$ cat src/rtl/mmfc_pkg.sv
package mmfc_pkg;

    localparam int MAX_WORDS   = 16;
    localparam int REPLY_BYTES = 64;

    localparam int TCP_BASE    = 6;
    localparam int RTU_MIN_LEN = 6;
    localparam int TCP_MIN_LEN = 9;

    localparam int LIST_IDX_W  = (MAX_WORDS > 1) ? $clog2(MAX_WORDS) : 1;
    localparam int LEN_W       = $clog2(MAX_WORDS + 1);
    localparam int RX_ADDR_W   = $clog2(REPLY_BYTES);
    localparam int RX_CNT_W    = $clog2(REPLY_BYTES + 1);
    localparam int RD_SPAN     = TCP_BASE + 4 + 2 * MAX_WORDS;
    localparam int RD_ADDR_W   = ($clog2(RD_SPAN + 1) > RX_CNT_W) ? $clog2(RD_SPAN + 1) : RX_CNT_W;
    localparam int FRAME_K_W   = $clog2(13 + 2 * MAX_WORDS);

    localparam logic [7:0]  FN_READ         = 8'h03;
    localparam logic [7:0]  FN_WRITE_SINGLE = 8'h06;
    localparam logic [7:0]  FN_WRITE_MULTI  = 8'd16;
    localparam logic [15:0] CRC_INIT        = 16'hFFFF;
    localparam logic [15:0] CRC_POLY        = 16'hA001;

    typedef enum logic [2:0] {
        CMD_CLEAR     = 3'd0,
        CMD_APPEND    = 3'd1,
        CMD_RTU_REQ   = 3'd2,
        CMD_TCP_REQ   = 3'd3,
        CMD_TCP_MULTI = 3'd4,
        CMD_RTU_RX    = 3'd5,
        CMD_TCP_RX    = 3'd6
    } cmd_t;

    typedef enum logic [1:0] {
        KIND_BYTE  = 2'd0,
        KIND_VALUE = 2'd1,
        KIND_EMPTY = 2'd2
    } kind_t;

    typedef enum logic [1:0] {
        CFG_SLAVE_ID   = 2'd0,
        CFG_START_ADDR = 2'd1,
        CFG_WRITE_MODE = 2'd2
    } cfg_idx_t;

    typedef enum logic [1:0] {
        RD_FN,
        RD_BC,
        RD_HI,
        RD_LO
    } rd_sel_t;

    typedef enum logic [3:0] {
        S_IDLE,
        S_EXEC,
        S_FRAME,
        S_DEC_FN,
        S_DEC_BC,
        S_DEC_CHK,
        S_DEC_HI,
        S_DEC_LO,
        S_DEC_WR,
        S_DEC_END,
        S_EMIT
    } state_t;

    typedef struct packed {
        logic [2:0]  command;
        logic [15:0] value_word;
        logic [7:0]  data_byte;
        logic        last_byte;
    } req_t;

    typedef struct packed {
        logic [1:0]         kind;
        logic [7:0]         frame_byte;
        logic signed [15:0] reg_value;
        logic               last;
    } rsp_t;

    typedef struct packed {
        logic    req_load;
        logic    list_clear;
        logic    list_append;
        logic    rx_write;
        logic    frame_init;
        logic    frame_emit;
        rd_sel_t rd_sel;
        logic    dec_ok_load;
        logic    dec_start;
        logic    hi_load;
        logic    word_write;
        logic    count_clear;
        logic    emit_empty;
        logic    emit_word;
    } ctl_t;

    typedef struct packed {
        logic [2:0] cmd;
        logic       last_byte;
        logic       frame_last;
        logic       dec_more;
        logic       list_empty;
        logic       word_last;
    } stat_t;

endpackage

$ cat src/rtl/mmfc_ctrl.sv
module mmfc_ctrl (
    input  logic            clk,
    input  logic            rst_n,
    input  logic            start,
    output logic            busy,
    input  mmfc_pkg::stat_t stat,
    output mmfc_pkg::ctl_t  ctl
);
    import mmfc_pkg::*;

    state_t state_reg;
    state_t state_next;

    always_ff @(posedge clk or negedge rst_n)
    begin
        if (!rst_n)
        begin
            state_reg <= S_IDLE;
        end
        else
        begin
            state_reg <= state_next;
        end
    end

    always_comb
    begin
        state_next = state_reg;
        case (state_reg)
            S_IDLE:
            begin
                if (start)
                begin
                    state_next = S_EXEC;
                end
            end
            S_EXEC:
            begin
                case (cmd_t'(stat.cmd))
                    CMD_RTU_REQ, CMD_TCP_REQ, CMD_TCP_MULTI:
                    begin
                        state_next = S_FRAME;
                    end
                    CMD_RTU_RX, CMD_TCP_RX:
                    begin
                        state_next = stat.last_byte ? S_DEC_FN : S_IDLE;
                    end
                    default:
                    begin
                        state_next = S_IDLE;
                    end
                endcase
            end
            S_FRAME:
            begin
                if (stat.frame_last)
                begin
                    state_next = S_IDLE;
                end
            end
            S_DEC_FN:  state_next = S_DEC_BC;
            S_DEC_BC:  state_next = S_DEC_CHK;
            S_DEC_CHK: state_next = S_DEC_HI;
            S_DEC_HI:  state_next = stat.dec_more ? S_DEC_LO : S_DEC_END;
            S_DEC_LO:  state_next = S_DEC_WR;
            S_DEC_WR:  state_next = S_DEC_HI;
            S_DEC_END: state_next = stat.list_empty ? S_IDLE : S_EMIT;
            S_EMIT:
            begin
                if (stat.word_last)
                begin
                    state_next = S_IDLE;
                end
            end
            default:   state_next = S_IDLE;
        endcase
    end

    always_comb
    begin
        ctl        = '0;
        ctl.rd_sel = RD_FN;
        case (state_reg)
            S_IDLE:
            begin
                ctl.req_load = start;
            end
            S_EXEC:
            begin
                case (cmd_t'(stat.cmd))
                    CMD_CLEAR:     ctl.list_clear  = 1'b1;
                    CMD_APPEND:    ctl.list_append = 1'b1;
                    CMD_RTU_REQ,
                    CMD_TCP_REQ,
                    CMD_TCP_MULTI: ctl.frame_init  = 1'b1;
                    CMD_RTU_RX,
                    CMD_TCP_RX:    ctl.rx_write    = 1'b1;
                    default:       ctl.list_clear  = 1'b0;
                endcase
            end
            S_FRAME:   ctl.frame_emit = 1'b1;
            S_DEC_FN:  ctl.rd_sel = RD_FN;
            S_DEC_BC:
            begin
                ctl.rd_sel      = RD_BC;
                ctl.dec_ok_load = 1'b1;
            end
            S_DEC_CHK: ctl.dec_start = 1'b1;
            S_DEC_HI:  ctl.rd_sel = RD_HI;
            S_DEC_LO:
            begin
                ctl.rd_sel  = RD_LO;
                ctl.hi_load = 1'b1;
            end
            S_DEC_WR:  ctl.word_write = 1'b1;
            S_DEC_END:
            begin
                ctl.count_clear = 1'b1;
                ctl.emit_empty  = stat.list_empty;
                ctl.frame_init  = !stat.list_empty;
            end
            S_EMIT:    ctl.emit_word = 1'b1;
            default:   ctl.rd_sel = RD_FN;
        endcase
    end

    assign busy = (state_reg != S_IDLE);

    a_single_action: assert property (@(posedge clk) disable iff (!rst_n)
        $onehot0({ctl.list_clear, ctl.list_append, ctl.rx_write, ctl.frame_emit,
                  ctl.emit_word, ctl.emit_empty}))
        else $error("more than one datapath action in a cycle");

    a_accept_exec: assert property (@(posedge clk) disable iff (!rst_n)
        (state_reg == S_IDLE && start) |=> (state_reg == S_EXEC))
        else $error("accepted request did not enter execution");

    a_frame_end: assert property (@(posedge clk) disable iff (!rst_n)
        (state_reg == S_FRAME && stat.frame_last) |=> !busy)
        else $error("controller did not return to idle after the last frame byte");

endmodule

$ cat src/rtl/mmfc_dp.sv
module mmfc_dp (
    input  logic            clk,
    input  logic            rst_n,
    input  mmfc_pkg::req_t  request,
    input  logic            cfg_we,
    input  logic [1:0]      cfg_index,
    input  logic [15:0]     cfg_data,
    input  mmfc_pkg::ctl_t  ctl,
    output mmfc_pkg::stat_t stat,
    output mmfc_pkg::rsp_t  result,
    output logic            result_valid
);
    import mmfc_pkg::*;

    req_t                  req_reg;
    logic [7:0]            slave_reg;
    logic [15:0]           addr_reg;
    logic                  wmode_reg;

    logic [15:0]           list_reg [MAX_WORDS];
    logic [LEN_W-1:0]      len_reg;

    logic [7:0]            mem [REPLY_BYTES];
    logic [RX_CNT_W-1:0]   cnt_reg;
    logic [7:0]            rdata_reg;
    logic                  rmask_reg;
    logic                  ok_reg;
    logic [6:0]            n_reg;
    logic [7:0]            hi_reg;

    logic [FRAME_K_W-1:0]  k_reg;
    logic [15:0]           crc_reg;
    rsp_t                  rsp_reg;
    logic                  valid_reg;

    logic                  is_tcp_rx;
    logic [RD_ADDR_W-1:0]  rd_base;
    logic [RD_ADDR_W-1:0]  rd_off;
    logic [RD_ADDR_W-1:0]  rd_addr;
    logic [7:0]            rdata;
    logic [RX_CNT_W-1:0]   min_len;
    logic                  ok_next;

    logic [15:0]           w0;
    logic [7:0]            fn;
    logic [FRAME_K_W-1:0]  wi;
    logic [LIST_IDX_W-1:0] list_idx;
    logic [15:0]           list_word;
    logic [15:0]           plen;
    logic [7:0]            len_byte;
    logic [FRAME_K_W-1:0]  frame_len;
    logic [7:0]            byte_next;
    logic [15:0]           crc_next;
    rsp_t                  rsp_next;
    logic                  frame_last;
    logic                  word_last;
    logic                  list_full;

    function automatic logic [15:0] crc_byte(input logic [15:0] c, input logic [7:0] b);
        logic [15:0] r;
        r = c ^ {8'h00, b};
        for (int j = 0; j < 8; j++)
        begin
            r = r[0] ? ((r >> 1) ^ CRC_POLY) : (r >> 1);
        end
        return r;
    endfunction

    always_ff @(posedge clk or negedge rst_n)
    begin
        if (!rst_n)
        begin
            slave_reg <= 8'd1;
            addr_reg  <= '0;
            wmode_reg <= 1'b0;
        end
        else if (cfg_we)
        begin
            case (cfg_idx_t'(cfg_index))
                CFG_SLAVE_ID:   slave_reg <= cfg_data[7:0];
                CFG_START_ADDR: addr_reg  <= cfg_data;
                CFG_WRITE_MODE: wmode_reg <= cfg_data[0];
                default:        wmode_reg <= wmode_reg;
            endcase
        end
    end

    always_ff @(posedge clk)
    begin
        if (ctl.req_load)
        begin
            req_reg <= request;
        end
    end

    assign list_full = (len_reg >= LEN_W'(MAX_WORDS));

    always_ff @(posedge clk or negedge rst_n)
    begin
        if (!rst_n)
        begin
            len_reg <= '0;
        end
        else if (ctl.list_clear || ctl.dec_start)
        begin
            len_reg <= '0;
        end
        else if ((ctl.list_append || ctl.word_write) && !list_full)
        begin
            len_reg <= len_reg + 1'b1;
        end
    end

    always_ff @(posedge clk)
    begin
        if (ctl.list_append && !list_full)
        begin
            list_reg[len_reg[LIST_IDX_W-1:0]] <= req_reg.value_word;
        end
        else if (ctl.word_write && !list_full)
        begin
            list_reg[len_reg[LIST_IDX_W-1:0]] <= {hi_reg, rdata};
        end
    end

    always_ff @(posedge clk or negedge rst_n)
    begin
        if (!rst_n)
        begin
            cnt_reg <= '0;
        end
        else if (ctl.count_clear)
        begin
            cnt_reg <= '0;
        end
        else if (ctl.rx_write && cnt_reg < RX_CNT_W'(REPLY_BYTES))
        begin
            cnt_reg <= cnt_reg + 1'b1;
        end
    end

    always_ff @(posedge clk)
    begin
        if (ctl.rx_write && cnt_reg < RX_CNT_W'(REPLY_BYTES))
        begin
            mem[cnt_reg[RX_ADDR_W-1:0]] <= req_reg.data_byte;
        end
    end

    assign is_tcp_rx = (cmd_t'(req_reg.command) == CMD_TCP_RX);
    assign rd_base   = is_tcp_rx ? RD_ADDR_W'(TCP_BASE) : '0;
    assign min_len   = is_tcp_rx ? RX_CNT_W'(TCP_MIN_LEN) : RX_CNT_W'(RTU_MIN_LEN);

    always_comb
    begin
        case (ctl.rd_sel)
            RD_FN:   rd_off = RD_ADDR_W'(1);
            RD_BC:   rd_off = RD_ADDR_W'(2);
            RD_HI:   rd_off = RD_ADDR_W'(3) + (RD_ADDR_W'(len_reg) << 1);
            RD_LO:   rd_off = RD_ADDR_W'(4) + (RD_ADDR_W'(len_reg) << 1);
            default: rd_off = '0;
        endcase
    end

    assign rd_addr = rd_base + rd_off;

    always_ff @(posedge clk)
    begin
        rdata_reg <= mem[rd_addr[RX_ADDR_W-1:0]];
        rmask_reg <= (rd_addr < RD_ADDR_W'(cnt_reg));
    end

    assign rdata   = rmask_reg ? rdata_reg : 8'h00;
    assign ok_next = (cnt_reg > min_len) && (rdata == FN_READ);

    always_ff @(posedge clk)
    begin
        if (ctl.dec_ok_load)
        begin
            ok_reg <= ok_next;
        end
        if (ctl.dec_start)
        begin
            n_reg <= rdata[7:1];
        end
        if (ctl.hi_load)
        begin
            hi_reg <= rdata;
        end
    end

    assign w0        = (len_reg == '0) ? 16'h0000 : list_reg[0];
    assign fn        = wmode_reg ? FN_WRITE_SINGLE : FN_READ;
    assign wi        = k_reg - FRAME_K_W'(13);
    assign list_idx  = ctl.emit_word ? k_reg[LIST_IDX_W-1:0] : wi[LIST_IDX_W:1];
    assign list_word = list_reg[list_idx];
    assign len_byte  = 8'(len_reg);
    assign plen      = 16'd7 + (16'(len_reg) << 1);

    always_comb
    begin
        byte_next = 8'h00;
        frame_len = FRAME_K_W'(8);
        case (cmd_t'(req_reg.command))
            CMD_RTU_REQ:
            begin
                frame_len = FRAME_K_W'(8);
                case (int'(k_reg))
                    0:       byte_next = slave_reg;
                    1:       byte_next = fn;
                    2:       byte_next = addr_reg[15:8];
                    3:       byte_next = addr_reg[7:0];
                    4:       byte_next = w0[15:8];
                    5:       byte_next = w0[7:0];
                    6:       byte_next = crc_reg[7:0];
                    default: byte_next = crc_reg[15:8];
                endcase
            end
            CMD_TCP_REQ:
            begin
                frame_len = FRAME_K_W'(12);
                case (int'(k_reg))
                    5:       byte_next = 8'd6;
                    6:       byte_next = slave_reg;
                    7:       byte_next = fn;
                    8:       byte_next = addr_reg[15:8];
                    9:       byte_next = addr_reg[7:0];
                    10:      byte_next = w0[15:8];
                    11:      byte_next = w0[7:0];
                    default: byte_next = 8'h00;
                endcase
            end
            default:
            begin
                frame_len = FRAME_K_W'(13) + (FRAME_K_W'(len_reg) << 1);
                case (int'(k_reg))
                    0, 1, 2, 3, 10: byte_next = 8'h00;
                    4:       byte_next = plen[15:8];
                    5:       byte_next = plen[7:0];
                    6:       byte_next = slave_reg;
                    7:       byte_next = FN_WRITE_MULTI;
                    8:       byte_next = addr_reg[15:8];
                    9:       byte_next = addr_reg[7:0];
                    11:      byte_next = len_byte;
                    12:      byte_next = len_byte << 1;
                    default: byte_next = wi[0] ? list_word[7:0] : list_word[15:8];
                endcase
            end
        endcase
    end

    assign frame_last = (k_reg == frame_len - 1'b1);
    assign word_last  = (k_reg == FRAME_K_W'(len_reg) - 1'b1);
    assign crc_next   = crc_byte(crc_reg, byte_next);

    always_ff @(posedge clk)
    begin
        if (ctl.frame_init)
        begin
            k_reg   <= '0;
            crc_reg <= CRC_INIT;
        end
        else if (ctl.frame_emit || ctl.emit_word)
        begin
            k_reg <= k_reg + 1'b1;
            if (k_reg < FRAME_K_W'(6))
            begin
                crc_reg <= crc_next;
            end
        end
    end

    always_comb
    begin
        rsp_next = '0;
        if (ctl.frame_emit)
        begin
            rsp_next.kind       = KIND_BYTE;
            rsp_next.frame_byte = byte_next;
            rsp_next.last       = frame_last;
        end
        else if (ctl.emit_word)
        begin
            rsp_next.kind      = KIND_VALUE;
            rsp_next.reg_value = list_word;
            rsp_next.last      = word_last;
        end
        else
        begin
            rsp_next.kind = KIND_EMPTY;
            rsp_next.last = 1'b1;
        end
    end

    always_ff @(posedge clk)
    begin
        rsp_reg <= rsp_next;
    end

    always_ff @(posedge clk or negedge rst_n)
    begin
        if (!rst_n)
        begin
            valid_reg <= 1'b0;
        end
        else
        begin
            valid_reg <= ctl.frame_emit || ctl.emit_word || ctl.emit_empty;
        end
    end

    assign result       = rsp_reg;
    assign result_valid = valid_reg;

    assign stat.cmd        = req_reg.command;
    assign stat.last_byte  = req_reg.last_byte;
    assign stat.frame_last = frame_last;
    assign stat.dec_more   = ok_reg && (8'(len_reg) < 8'(n_reg)) && !list_full;
    assign stat.list_empty = (len_reg == '0);
    assign stat.word_last  = word_last;

    a_count_bound: assert property (@(posedge clk) disable iff (!rst_n)
        cnt_reg <= RX_CNT_W'(REPLY_BYTES))
        else $error("reply byte count beyond buffer size");

    a_len_bound: assert property (@(posedge clk) disable iff (!rst_n)
        len_reg <= LEN_W'(MAX_WORDS))
        else $error("word list length beyond capacity");

    a_empty_mark: assert property (@(posedge clk) disable iff (!rst_n)
        ctl.emit_empty |-> (len_reg == '0))
        else $error("empty mark issued with a non-empty list");

endmodule

$ cat src/rtl/modbus_master_frame_codec_top.sv
// Modbus master frame codec. A request is taken when start is high while busy is low; busy then
// stays high until every result of that request has been issued. Results appear one per clock on
// result with result_valid high for exactly one cycle each, and the receiver must take them as
// they come, since there is no way to hold them off. Clear, append and a reply byte that is not
// the last are done in the execute state. A request frame is set up there, then delivered from
// the frame state one byte per cycle: 8 for RTU, 12 for TCP single and 13 plus two per list
// word for TCP multiple. A last reply byte starts a decode that reads the reply buffer through
// its single read port in S_DEC_FN, S_DEC_BC and S_DEC_CHK, then S_DEC_HI, S_DEC_LO and
// S_DEC_WR per word and S_DEC_END; the words then go out one per cycle, or a single empty mark
// when nothing was decoded. Configuration may be written only while busy is low.
module modbus_master_frame_codec_top (
    input  logic           clk,
    input  logic           rst_n,
    input  logic           start,
    output logic           busy,
    input  mmfc_pkg::req_t request,
    input  logic           cfg_we,
    input  logic [1:0]     cfg_index,
    input  logic [15:0]    cfg_data,
    output mmfc_pkg::rsp_t result,
    output logic           result_valid
);
    import mmfc_pkg::*;

    ctl_t  ctl;
    stat_t stat;

    mmfc_ctrl u_ctrl (
        .clk   (clk),
        .rst_n (rst_n),
        .start (start),
        .busy  (busy),
        .stat  (stat),
        .ctl   (ctl)
    );

    mmfc_dp u_dp (
        .clk          (clk),
        .rst_n        (rst_n),
        .request      (request),
        .cfg_we       (cfg_we),
        .cfg_index    (cfg_index),
        .cfg_data     (cfg_data),
        .ctl          (ctl),
        .stat         (stat),
        .result       (result),
        .result_valid (result_valid)
    );

endmodule

$ cat config.mk
export PLATFORM = sky130hd
export DESIGN_NAME = modbus_master_frame_codec_top
export DESIGN_NICKNAME = d
export VERILOG_FILES = /design/src/rtl/mmfc_pkg.sv /design/src/rtl/mmfc_ctrl.sv /design/src/rtl/mmfc_dp.sv /design/src/rtl/modbus_master_frame_codec_top.sv
export SDC_FILE = /design/constraint.sdc
export NUM_CORES = 1
export LEC_CHECK = 0
export BUFFER_PORTS_ARGS = -buffer_cell sky130_fd_sc_hd__buf_2
export CORE_AREA = 2 2 332 334
export CTS_CLUSTER_SIZE = 12
export DETAILED_ROUTE_END_ITERATION = 12
export DIE_AREA = 0 0 334 336
export GPL_TIMING_DRIVEN = 0
export HOLD_SLACK_MARGIN = 0.08
export PLACE_DENSITY_LB_ADDON = 0.25
export SLEW_MARGIN = 10
export SYNTH_ARGS = -nofsm -noshare
export SYNTH_HDL_FRONTEND = slang
export SYNTH_SLANG_ARGS = --single-unit
export TNS_END_PERCENT = 20
$ cat constraint.sdc
create_clock -name clk -period 12.87 [get_ports clk]
set_input_delay 1.9305 -clock clk [delete_from_list [all_inputs] [get_ports clk]]
set_output_delay 1.9305 -clock clk [all_outputs]
set_load 0.05 [all_outputs]
# [Word-level counts from Yosys, hierarchy flattened]
# Memory sizes are Yosys's and may differ from the RTL's. A register that Yosys moved wholly into a read port is not among the register bits.
# Cells that the tools add are included.
[totals] mem_bits_rw=768 mem_count=2 input_bits=50 out_inout_bits=29 register_bits=136
[mem_list] memory="u_dp.mem" words=64 word_bits=8 rd=1 rd_ports_with_merged_regs=1 write_ports=1 line_no="mmfc_dp.sv:23" text="logic [7:0] mem [REPLY_BYTES];"
[mem_list] memory="u_dp.list_reg" words=16 word_bits=16 rd=2 rd_ports_with_merged_regs=0 write_ports=1 line_no="mmfc_dp.sv:20" text="logic [15:0] list_reg [MAX_WORDS];"
[op_classes] magnitude_cmp=6 reduce_logical=32 eq_ne=39 bitwise_logic=11 n_mux=59 n_addsub=11
[ops] cell="$mux 16" n=10
[ops] cell="$pmux 8 s7" n=2
[ops] cell="$pmux 8 s9" n=1
[ops] cell="$pmux 4 s10" n=1
[ops] cell="$eq 6x4->1 const B" n=5
[ops] cell="$mux 4" n=7
[ops] cell="$pmux 7 s4" n=1
[ops] cell="$eq 6x3->1 const B" n=4
[ops] cell="$not 2->3" n=8
[ops] cell="$mux 1" n=20
[ops] cell="$eq 4x3->1 const B" n=4
[ops] cell="$mux 8" n=2
[ops] cell="$pmux 8 s2" n=1
[ops] cell="$xor 16x8->16" n=1
[ops] cell="$add 3x6->7 const A" n=2
[ops] cell="$mux 7" n=2
[ops] cell="$eq 4x4->1 const B" n=3
[ops] cell="$eq 6x2->1 const B" n=2
[ops] cell="$eq 6x6->1" n=2
[ops] cell="$pmux 6 s2" n=1
[ops] cell="$mux 5" n=2
[ops] cell="$eq 3x3->1 const B" n=3
[ops] cell="$mux 3" n=3
[ops] cell="$eq 4x2->1 const B" n=2
[ops] cell="other kinds (45)" n=69

# [Longest topological paths before layout]
# Gate-level depths: netlist (run 1).
# An unclocked memory read counts as a cell.
[logic_depth] depth_word=24 mapped_depth=19 ltp_nobuf=15

# [Cells and area by module]
# From an unflattened synthesis (run 1), not the netlist that was laid out.
[unflattened] hier_cells=2122 hier_area_um2=37701.2
[by_module_without_submodules] mod="mmfc_dp" cells_each=2066 instances=1 area_per_inst_um2=37255.7
[by_module_without_submodules] mod="mmfc_ctrl" cells_each=56 instances=1 area_per_inst_um2=445.4

# [Worst setup path before layout (run 1)]
# No wires, ideal clock.
[synth_path] path_type="register to register" startpoint="register u_dp.k_reg[0]" endpoint="register u_dp.crc_reg[0]" stages_incl_launch_ff=17 arrival_time_ps=3966 setup_time_ps=69 path_buffers=2 path_slack_ps=8834 cell_sequence="dfxtp_1 > clkinv_1 > ha_1 > clkbuf_1 > nand2b_1 > o22a_1 > o22ai_2 > buf_2 > nand3_1 > nand4_1 > nand4_1 > a41o_1 > a2111oi_1 > xnor2_1 > xor3_1 > xnor3_1 > o21ai_1"
[synth_between] word_cells_on_any_way=40 cone_classes="add/sub: 1; order compare: 1; eq/ne: 12; mux: 14; bitwise: 8; reduce/logical: 3; memory: 1"
[synth_rtl] item="from (decl)" line_no="mmfc_dp.sv:31" text="logic [FRAME_K_W-1:0] k_reg;"
[synth_rtl] item="from (signal assigned)" line_no="mmfc_dp.sv:265" text="k_reg <= k_reg + 1'b1;"
[synth_rtl] item="$sub 5x4->5 (*)" line_no="mmfc_dp.sv:194" text="assign wi = k_reg - FRAME_K_W'(13);"
[synth_rtl] item="net u_dp.wi[0]" line_no="mmfc_dp.sv:46" text="logic [FRAME_K_W-1:0] wi;"
[synth_rtl] item="$mux 8 (*)" line_no="mmfc_dp.sv:246" text="default: byte_next = wi[0] ? list_word[7:0] : list_word[15:8];"
[synth_rtl] item="$pmux 8 s9 (*)" line_no="mmfc_dp.sv:236" text="case (int'(k_reg))"
[synth_rtl] item="$pmux 8 s2 (*)" line_no="mmfc_dp.sv:204" text="case (cmd_t'(req_reg.command))"
[synth_rtl] item="$xor 16x8->16 (*)" line_no="mmfc_dp.sv:61" text="r = c ^ {8'h00, b};"
[synth_rtl] item="$mux 16 (*) (6 in a row)" line_no="mmfc_dp.sv:64" text="r = r[0] ? ((r >> 1) ^ CRC_POLY) : (r >> 1);"
[synth_rtl] item="$not 2->3 (no line) / $mux 16 (equally long branches)"
[synth_rtl] item="$mux 16 (*) (2 in a row)" line_no="mmfc_dp.sv:64"
[synth_rtl] item="to (signal assigned)" line_no="mmfc_dp.sv:268" text="crc_reg <= crc_next;"
[synth_rtl] item="to (decl)" line_no="mmfc_dp.sv:32" text="logic [15:0] crc_reg;"
# Mark *: on every way through the listed nets, which the timed path passes. The rest lies on a longest branch.
# A chain may end at the register's enable or synchronous reset.

# [Worst setup path in the final report (run 1)]
# Ends and elaborated chain as after synthesis.

==> results.py, run 1 <==
metrics = {
    "synthesis": {
        "synth-async-reset-ratio": 0.0461,
        "seq_area_frac_synth": 0.704,
        "synth.area.top_cells": "edfxtp_1, mux4_2, dfxtp_1",
        "ys_warn_count": 0,
        "synth_edf_count": 812,
        "ys_types": 82,
        "synth-main-ff-cell": "edfxtp_1",
        "postSynthAreaPerCell_um2": 16.2,
        "ys_ff_latch": 912,
        "yosysTopAreaCell": "edfxtp_1",
        "syn_inst": 2325,
        "syn-num-nets": 2407,
        "netlist_area_mm2": 0.0378,
        "synthDominantCellAreaShare": 0.646,
    },
    "die": {
        "fp.dieH_um": 336,
        "start_util": 0.348,
        "die_w_um": 334,
        "rows": 121,
        "ioPinCount": 79,
        "coreArea_mm2": 0.108,
        "die_area_mm2": 0.112,
    },
    "critical_path": {
        "cpMostUsedCell": "buf_2",
        "crit_buf_inv": 5,
        "path_cells": "clkinv_1 -> ha_1 -> clkbuf_1 -> nand2b_1 -> nand3_1 -> o21ai_1 -> buf_2 -> buf_2 -> buf_2 -> a32oi_1 -> nand4_1 -> a41oi_1 -> a311o_1 -> a221oi_2 -> xor2_1 -> xnor2_1 -> xnor3_1 -> o21ai_1",
        "reg2reg_slack_ns": 6.92,
        "cp.required_ns": 13.47,
        "critical_path.max_stage_delay_ns": 0.51,
        "regToRegEndpoint": "u_dp.crc_reg[0]$_SDFFE_PP1P_",
        "cpLargestDelayFamily": "compound AO/OA/AOI/OAI gates",
        "worst_path_max_delay_cell": "o21ai_1",
        "worstSetupEndpointType": "register",
        "crit_type": "reg2reg",
        "rr_worst_depth": 18,
        "cp-start-kind": "register",
        "crit_fanout": 10,
        "reg2reg_from": "u_dp.k_reg[0]$_SDFFE_PP0P_",
        "cp.arrival_ns": 6.55,
    },
    "timing": {
        "fmax_ghz": 0.168,
        "slew_viol_final": 0,
        "timing.final.crit_share": 0.462,
        "rsz0062_at_grt": "no",
        "setup_viol": 0,
        "min_period_ns": 5.95,
        "hold_viol_final": 0,
        "slew_headroom": 0.192,
        "worst_pin_slew_ns": 1.18,
        "final.setup.tns_ns": 0,
        "fin_worst_skew_ns": 0.0203,
    },
    "global_route": {
        "grt_max_degree": 43,
        "grt_pass1_wl_um": 153000,
        "grt_usage": 0.185,
        "grt_antenna_before_repair": 6,
        "grt.overflow.total": 0,
        "grt_pass1_vias": 22076,
    },
    "placement": {
        "hpwl_um": 73200,
        "io_buffers": 78,
        "routabilityCongestion": 0.889,
    },
    "layout": {
        "largest_reg_flops": 512,
        "syn_to_final_growth_pct": 15.1,
        "final_common_cell": "edfxtp_1",
        "antenna_cells": 0,
        "mostFrequentLayoutCells": "edfxtp_1, nand2_1, mux4_2, nor2_1, buf_2",
        "drive_gt1_frac": 0.206,
        "nets": 2618,
        "nFillCells": 9801,
    },
    "drt": {
        "num_vias": 22087,
        "postRouteAntennaNets": 0,
        "routed_via_density": 5.49,
        "wl_per_cell_um": 26.0,
        "firstDrtPassIters": 5,
        "routed_wl_um": 105000,
        "drc": 0,
        "drtIter0Drc": 2184,
    },
    "hold_path": {
        "hold_depth": 2,
        "hold_path_end": "u_dp.cnt_reg[6]$_DFFE_PN0P_",
        "min_from": "u_dp.cnt_reg[6]$_DFFE_PN0P_",
        "hold_class": "reg2reg",
    },
    "status": {
        "status": "finished clean",
    },
    "clock_network": {
        "h-tree-depth": 3,
        "clk_latency_ns": 0.67,
        "root_buffer": "clkbuf_16",
        "cts_tree": "done",
        "cts_sinks": 912,
        "hold_buffers": 0,
        "path_clk_slew_ns": 0.06,
        "numCtsBuffers": 96,
        "cts_buffer_depth": 3,
        "postCtsSetupBuffers": 0,
        "cts_resized": 0,
    },
    "flow_run": {
        "drv_cap": 0,
    },
    "power_and_ir_drop": {
        "powerDensity_mw_per_mm2": 228,
        "p_leak_nw": 14.4,
        "total_power_mw": 9.93,
        "ir_drop_v": 0.000141,
    },
}
==> report_power, final <==
group	leakage [nW]	switching, mW	internal [mW]
Clock	1.39	1.12	1.46
Combinational	4.72	2.26	1.44
Sequential	8.31	0.141	3.50
Total	14.4	3.52	6.40
==> metal layers <==
metal  wire length [um]  part of all wire  global-route usage  vias to the layer above
met5                  0                 0                   0                        -
met4               3640             0.035              0.0629                        0
met3               6200             0.059              0.0297                      184
met2              52000              0.50               0.316                      859
met1              42800              0.41               0.242                    11468
li1                   -                 -                   -                     9576
==> stage by stage <==
stage / cell area [um2] / utilization / hold slack, ns / setup WS, ns / std cells
2_1_floorplan: 37800 / - / 0.462 / 8.83 / 2325
3_3_place_gp: 39900 / 0.368 / 0.481 / 7.08 / 3817
3_5_place_dp: 40600 / 0.374 / 0.482 / 7.05 / 3852
4_1_cts: 43500 / 0.401 / 0.496 / 7.04 / 4021
5_1_grt: 43500 / 0.401 / 0.548 / 6.75 / 4021
6_report: 43500 / 0.401 / 0.491 / 6.92 / 4021
==> cell families (layout without fill, tap and decap cells) <==
logic type,count (synthesis),count (layout),synth area share
AND/OR/NAND/NOR,683,683,0.0828
flip-flops,912,912,0.704
adder cells (fa/ha/maj),32,32,0.0108
XOR/XNOR,51,51,0.0126
multiplexers,253,253,0.125
AO/OA/AOI/OAI,228,228,0.0451
buffers and inverters,166,448,0.0198
==> worst max-delay path by stage <==
stage,slack (ns),start,cells past startpoint,to
after global routing,6.75,u_dp.k_reg[0]$_SDFFE_PP0P_,18,u_dp.crc_reg[0]$_SDFFE_PP1P_
after CTS,7.04,u_dp.k_reg[0]$_SDFFE_PP0P_,18,u_dp.crc_reg[0]$_SDFFE_PP1P_
final,6.92,u_dp.k_reg[0]$_SDFFE_PP0P_,18,u_dp.crc_reg[0]$_SDFFE_PP1P_
after global placement,7.08,u_dp.k_reg[0]$_SDFFE_PP0P_,18,u_dp.crc_reg[0]$_SDFFE_PP1P_
after detailed placement,7.05,u_dp.k_reg[0]$_SDFFE_PP0P_,18,u_dp.crc_reg[0]$_SDFFE_PP1P_
after floorplan,8.83,u_dp.k_reg[0]$_SDFFE_PP0P_,16,u_dp.crc_reg[0]$_SDFFE_PP1P_
==> cell usage after synthesis, types with 6 or more instances <==
cell,instances
a221oi_1,7
mux4_2,168
dfxtp_1,58
buf_4,11
a31oi_1,9
nand4b_1,8
a22oi_1,25
clkbuf_1,58
and2_1,19
buf_1,19
and3_1,16
mux2i_1,42
a21oi_1,39
nand2_1,272
nand4_1,39
a221o_1,6
nor4_1,8
o211ai_1,14
buf_2,37
edfxtp_1,812
nor3_1,18
o21ai_0,29
xnor2_1,35
mux2_2,41
dfrtp_1,41
inv_1,31
xor2_1,14
nand2b_1,11
nor2b_1,9
a32oi_1,32
nor2_1,151
nand3_1,112
ha_1,31
==> worst reg2reg max path, stage by stage, from the launching register on <==
cell and delay [ns]:
dfxtp_1 0.44, clkinv_1 0.38, ha_1 0.34, clkbuf_1 0.25, nand2b_1 0.21, nand3_1 0.15
o21ai_1 0.51, buf_2 0.38, buf_2 0.38, buf_2 0.34, a32oi_1 0.20, nand4_1 0.12
a41oi_1 0.32, a311o_1 0.46, a221oi_2 0.41, xor2_1 0.35, xnor2_1 0.24, xnor3_1 0.27
o21ai_1 0.13
==> area by class of cell <==
class                      count  area, um2  share of cell area
tap                         1414       1770              0.0407
sequential                   912      26600               0.612
multi-input combinational   1247      10500               0.242
clock inverter                34        265             0.00610
timing repair buffer         113        966              0.0222
inverter                      36        136             0.00314
clock buffer                 135       2620              0.0602
buffer                       130        613              0.0141
(Power assumes the default switching activity.)
==> run 2: changes to the inputs <==
==> constraint.sdc (replaced) <==
create_clock -name clk -period 5 [get_ports clk]
set_input_delay 0.75 -clock clk [delete_from_list [all_inputs] [get_ports clk]]
set_output_delay 0.75 -clock clk [all_outputs]
set_load 0.05 [all_outputs]
==> results.py, run 2 (synthesized netlist as in run 1, its figures left out) <==
metrics = {
    "drt": {
        "drc": 0,
        "drtIter0Drc": 2212,
        "num_vias": 22102,
        "postRouteAntennaNets": 0,
        "wl_per_cell_um": 26.1,
        "routed_wl_um": 105000,
        "firstDrtPassIters": 6,
        "routed_via_density": 5.49,
    },
    "global_route": {
        "use_met1": 0.242,
        "grt_busiest_layer": "met2",
        "grt_pass1_vias": 22102,
        "grt_pass1_wl_um": 153000,
        "grt_antenna_before_repair": 5,
        "use_met2": 0.315,
        "use_met3": 0.0304,
        "grt_usage": 0.186,
        "grt.overflow.total": 0,
        "grt_max_degree": 43,
    },
    "die": {
        "die_w_um": 334,
        "start_util": 0.348,
        "fp.dieH_um": 336,
        "coreArea_mm2": 0.108,
        "ioPinCount": 79,
        "die_area_mm2": 0.112,
        "rows": 121,
    },
    "placement": {
        "placed_cell_area_mm2": 0.0406,
        "placed_cells": 3852,
        "hpwl_um": 73200,
        "io_buffers": 78,
        "routabilityCongestion": 0.889,
    },
    "layout": {
        "mostFrequentLayoutCells": "edfxtp_1, nand2_1, mux4_2, nor2_1, nand3_1",
        "nets": 2623,
        "nFillCells": 9778,
        "ff_latch_area_mm2": 0.0266,
        "postLayoutCoreUtil": 0.403,
        "syn_to_final_growth_pct": 15.7,
        "largest_reg_flops": 512,
        "final_area_mm2": 0.0437,
        "final_common_cell": "edfxtp_1",
        "final_cells": 4026,
        "antenna_cells": 0,
        "multi_input_area_mm2": 0.0106,
        "drive_gt1_frac": 0.218,
    },
    "power_and_ir_drop": {
        "clkPwrFrac": 0.256,
        "p_leak_nw": 14.5,
        "powerDensity_mw_per_mm2": 592,
        "internal_power_mw": 16.7,
        "total_power_mw": 25.9,
        "combPwrFrac": 0.381,
        "p_switching_mw": 9.20,
        "seqPwrFrac": 0.363,
        "sw_frac_of_total": 0.356,
        "ir_drop_v": 0.000370,
    },
    "hold_path": {
        "hold_class": "in2async",
    },
    "clock_network": {
        "cts_tree": "done",
        "root_buffer": "clkbuf_16",
        "path_clk_slew_ns": 0.06,
        "clk_latency_ns": 0.67,
        "cts_buffer_depth": 3,
        "h-tree-depth": 3,
        "cts_sinks": 912,
        "numCtsBuffers": 96,
    },
    "timing": {
        "fin_worst_skew_ns": 0.0213,
        "final.setup.tns_ns": 0,
        "timing.final.crit_share": 0.982,
        "min_period_ns": 4.91,
        "slew_viol_final": 0,
        "slew_headroom": 0.235,
        "fmax_ghz": 0.204,
        "worst_pin_slew_ns": 1.14,
        "hold_viol_final": 0,
        "rsz0062_at_grt": "yes",
        "setup_viol": 0,
    },
    "critical_path": {
        "crit_fanout": 10,
        "crit_type": "reg2reg",
        "cp-start-kind": "register",
        "worst_path_max_delay_cell": "dfxtp_1",
        "cp.arrival_ns": 5.51,
        "path_cells": "buf_2 -> inv_1 -> ha_2 -> mux2i_4 -> buf_4 -> buf_4 -> buf_2 -> buf_2 -> nand2_1 -> nand3_1 -> nand4_1 -> a22oi_2 -> o211ai_1 -> xor2_1 -> xnor2_1 -> xor3_1 -> xnor3_1 -> o21ai_1",
        "cpMostUsedCell": "buf_2",
        "worstSetupEndpointType": "register",
        "critical_path.max_stage_delay_ns": 0.38,
        "cp.required_ns": 5.60,
    },
    "flow_run": {
        "drv_cap": 0,
    },
    "status": {
        "status": "finished clean",
    },
}
## run 2: cell count changes in the layout (fill, tap and decap cells not counted), moves of 2 or more
cell / previous run / this run
a221oi_4: 0 / 2
buf_4: 19 / 31
a32oi_2: 0 / 2
clkdlybuf4s15_1: 0 / 2
a2111oi_2: 0 / 2
clkbuf_4: 2 / 4
clkbuf_2: 0 / 11
buf_2: 115 / 107
xnor2_2: 1 / 3
a32oi_1: 32 / 30
buf_1: 19 / 12
xnor2_1: 34 / 32
clkbuf_1: 90 / 82
## run 2: layer usage
layer | up-vias | part of all wire
li1 | 9574 | -
met2 | 855 | 0.50
met3 | 189 | 0.061
met4 | 0 | 0.036
met5 | - | 0
met1 | 11484 | 0.41
## run 2: worst paths after layout
| path | startpoint | to | slack, ns | cells after the start |
|---|---|---|---|---|
| min in group clk | request[23] | u_dp.req_reg[23]$_DFFE_PP_ | 0.25 | 1 |
| worst max register to register | u_dp.k_reg[1]$_SDFFE_PP0P_ | u_dp.crc_reg[0]$_SDFFE_PP1P_ | 0.09 | 18 |
| worst min register to register | u_dp.cnt_reg[6]$_DFFE_PN0P_ | u_dp.cnt_reg[6]$_DFFE_PN0P_ | 0.49 | 2 |
| worst min-delay path | rst_n | u_dp.addr_reg[12]$_DFFE_PN0P_ | 0.25 | 1 |
| worst max-delay path | u_dp.k_reg[1]$_SDFFE_PP0P_ | u_dp.crc_reg[0]$_SDFFE_PP1P_ | 0.09 | 18 |
| max in group asynchronous | rst_n | u_dp.cnt_reg[3]$_DFFE_PN0P_ | 4.09 | 1 |
## run 2: worst max-delay path: cells and delay by family (launching register included)
kind                     cells  cell delay (ns)
AND/OR/NAND/NOR              3             0.40
flip-flops                   1             0.38
buffers and inverters        6             1.40
AO/OA/AOI/OAI                3             0.72
adder cells (fa/ha/maj)      1             0.35
XOR/XNOR                     4             1.27
multiplexers                 1             0.29
## run 2: layout make-up
| class | instances | share of cell area |
|---|---|---|
| Sequential cell | 912 | 0.609 |
| Multi-Input combinational cell | 1247 | 0.244 |
| Clock buffer | 135 | 0.0599 |
| Tap cell | 1414 | 0.0405 |
| Timing Repair Buffer | 119 | 0.0231 |
| Buffer | 129 | 0.0152 |
| Clock inverter | 34 | 0.00607 |
| Inverter | 36 | 0.00323 |
## run 2: repair_timing
item                       4_1_cts  5_1_grt
hold endpoints to repair         0        0
gates resized for setup         28       30
buffers inserted                 2        4
setup endpoints to repair       17       13
pin swaps                        3        4
hold buffers                     0        0
cloned                           0        0
## run 2: stage by stage
stage               hold slack [ns]  setup WS [ns]
finish                        0.251         0.0878
global route                  0.220        -0.0187
CTS                           0.214         0.0202
detailed placement            0.482         -0.825
global placement              0.481         -0.787
floorplan                     0.454          0.964
## run 2: power by group through the flow
stage	Clock, mW	Sequential [mW]	Combinational, mW
2_1_floorplan	0	9.56	6.22
3_3_place_gp	0	9.72	9.10
3_5_place_dp	0	9.53	9.56
4_1_cts	6.78	9.38	9.78
5_1_grt	7.09	9.41	10.5
6_report	6.63	9.38	9.85
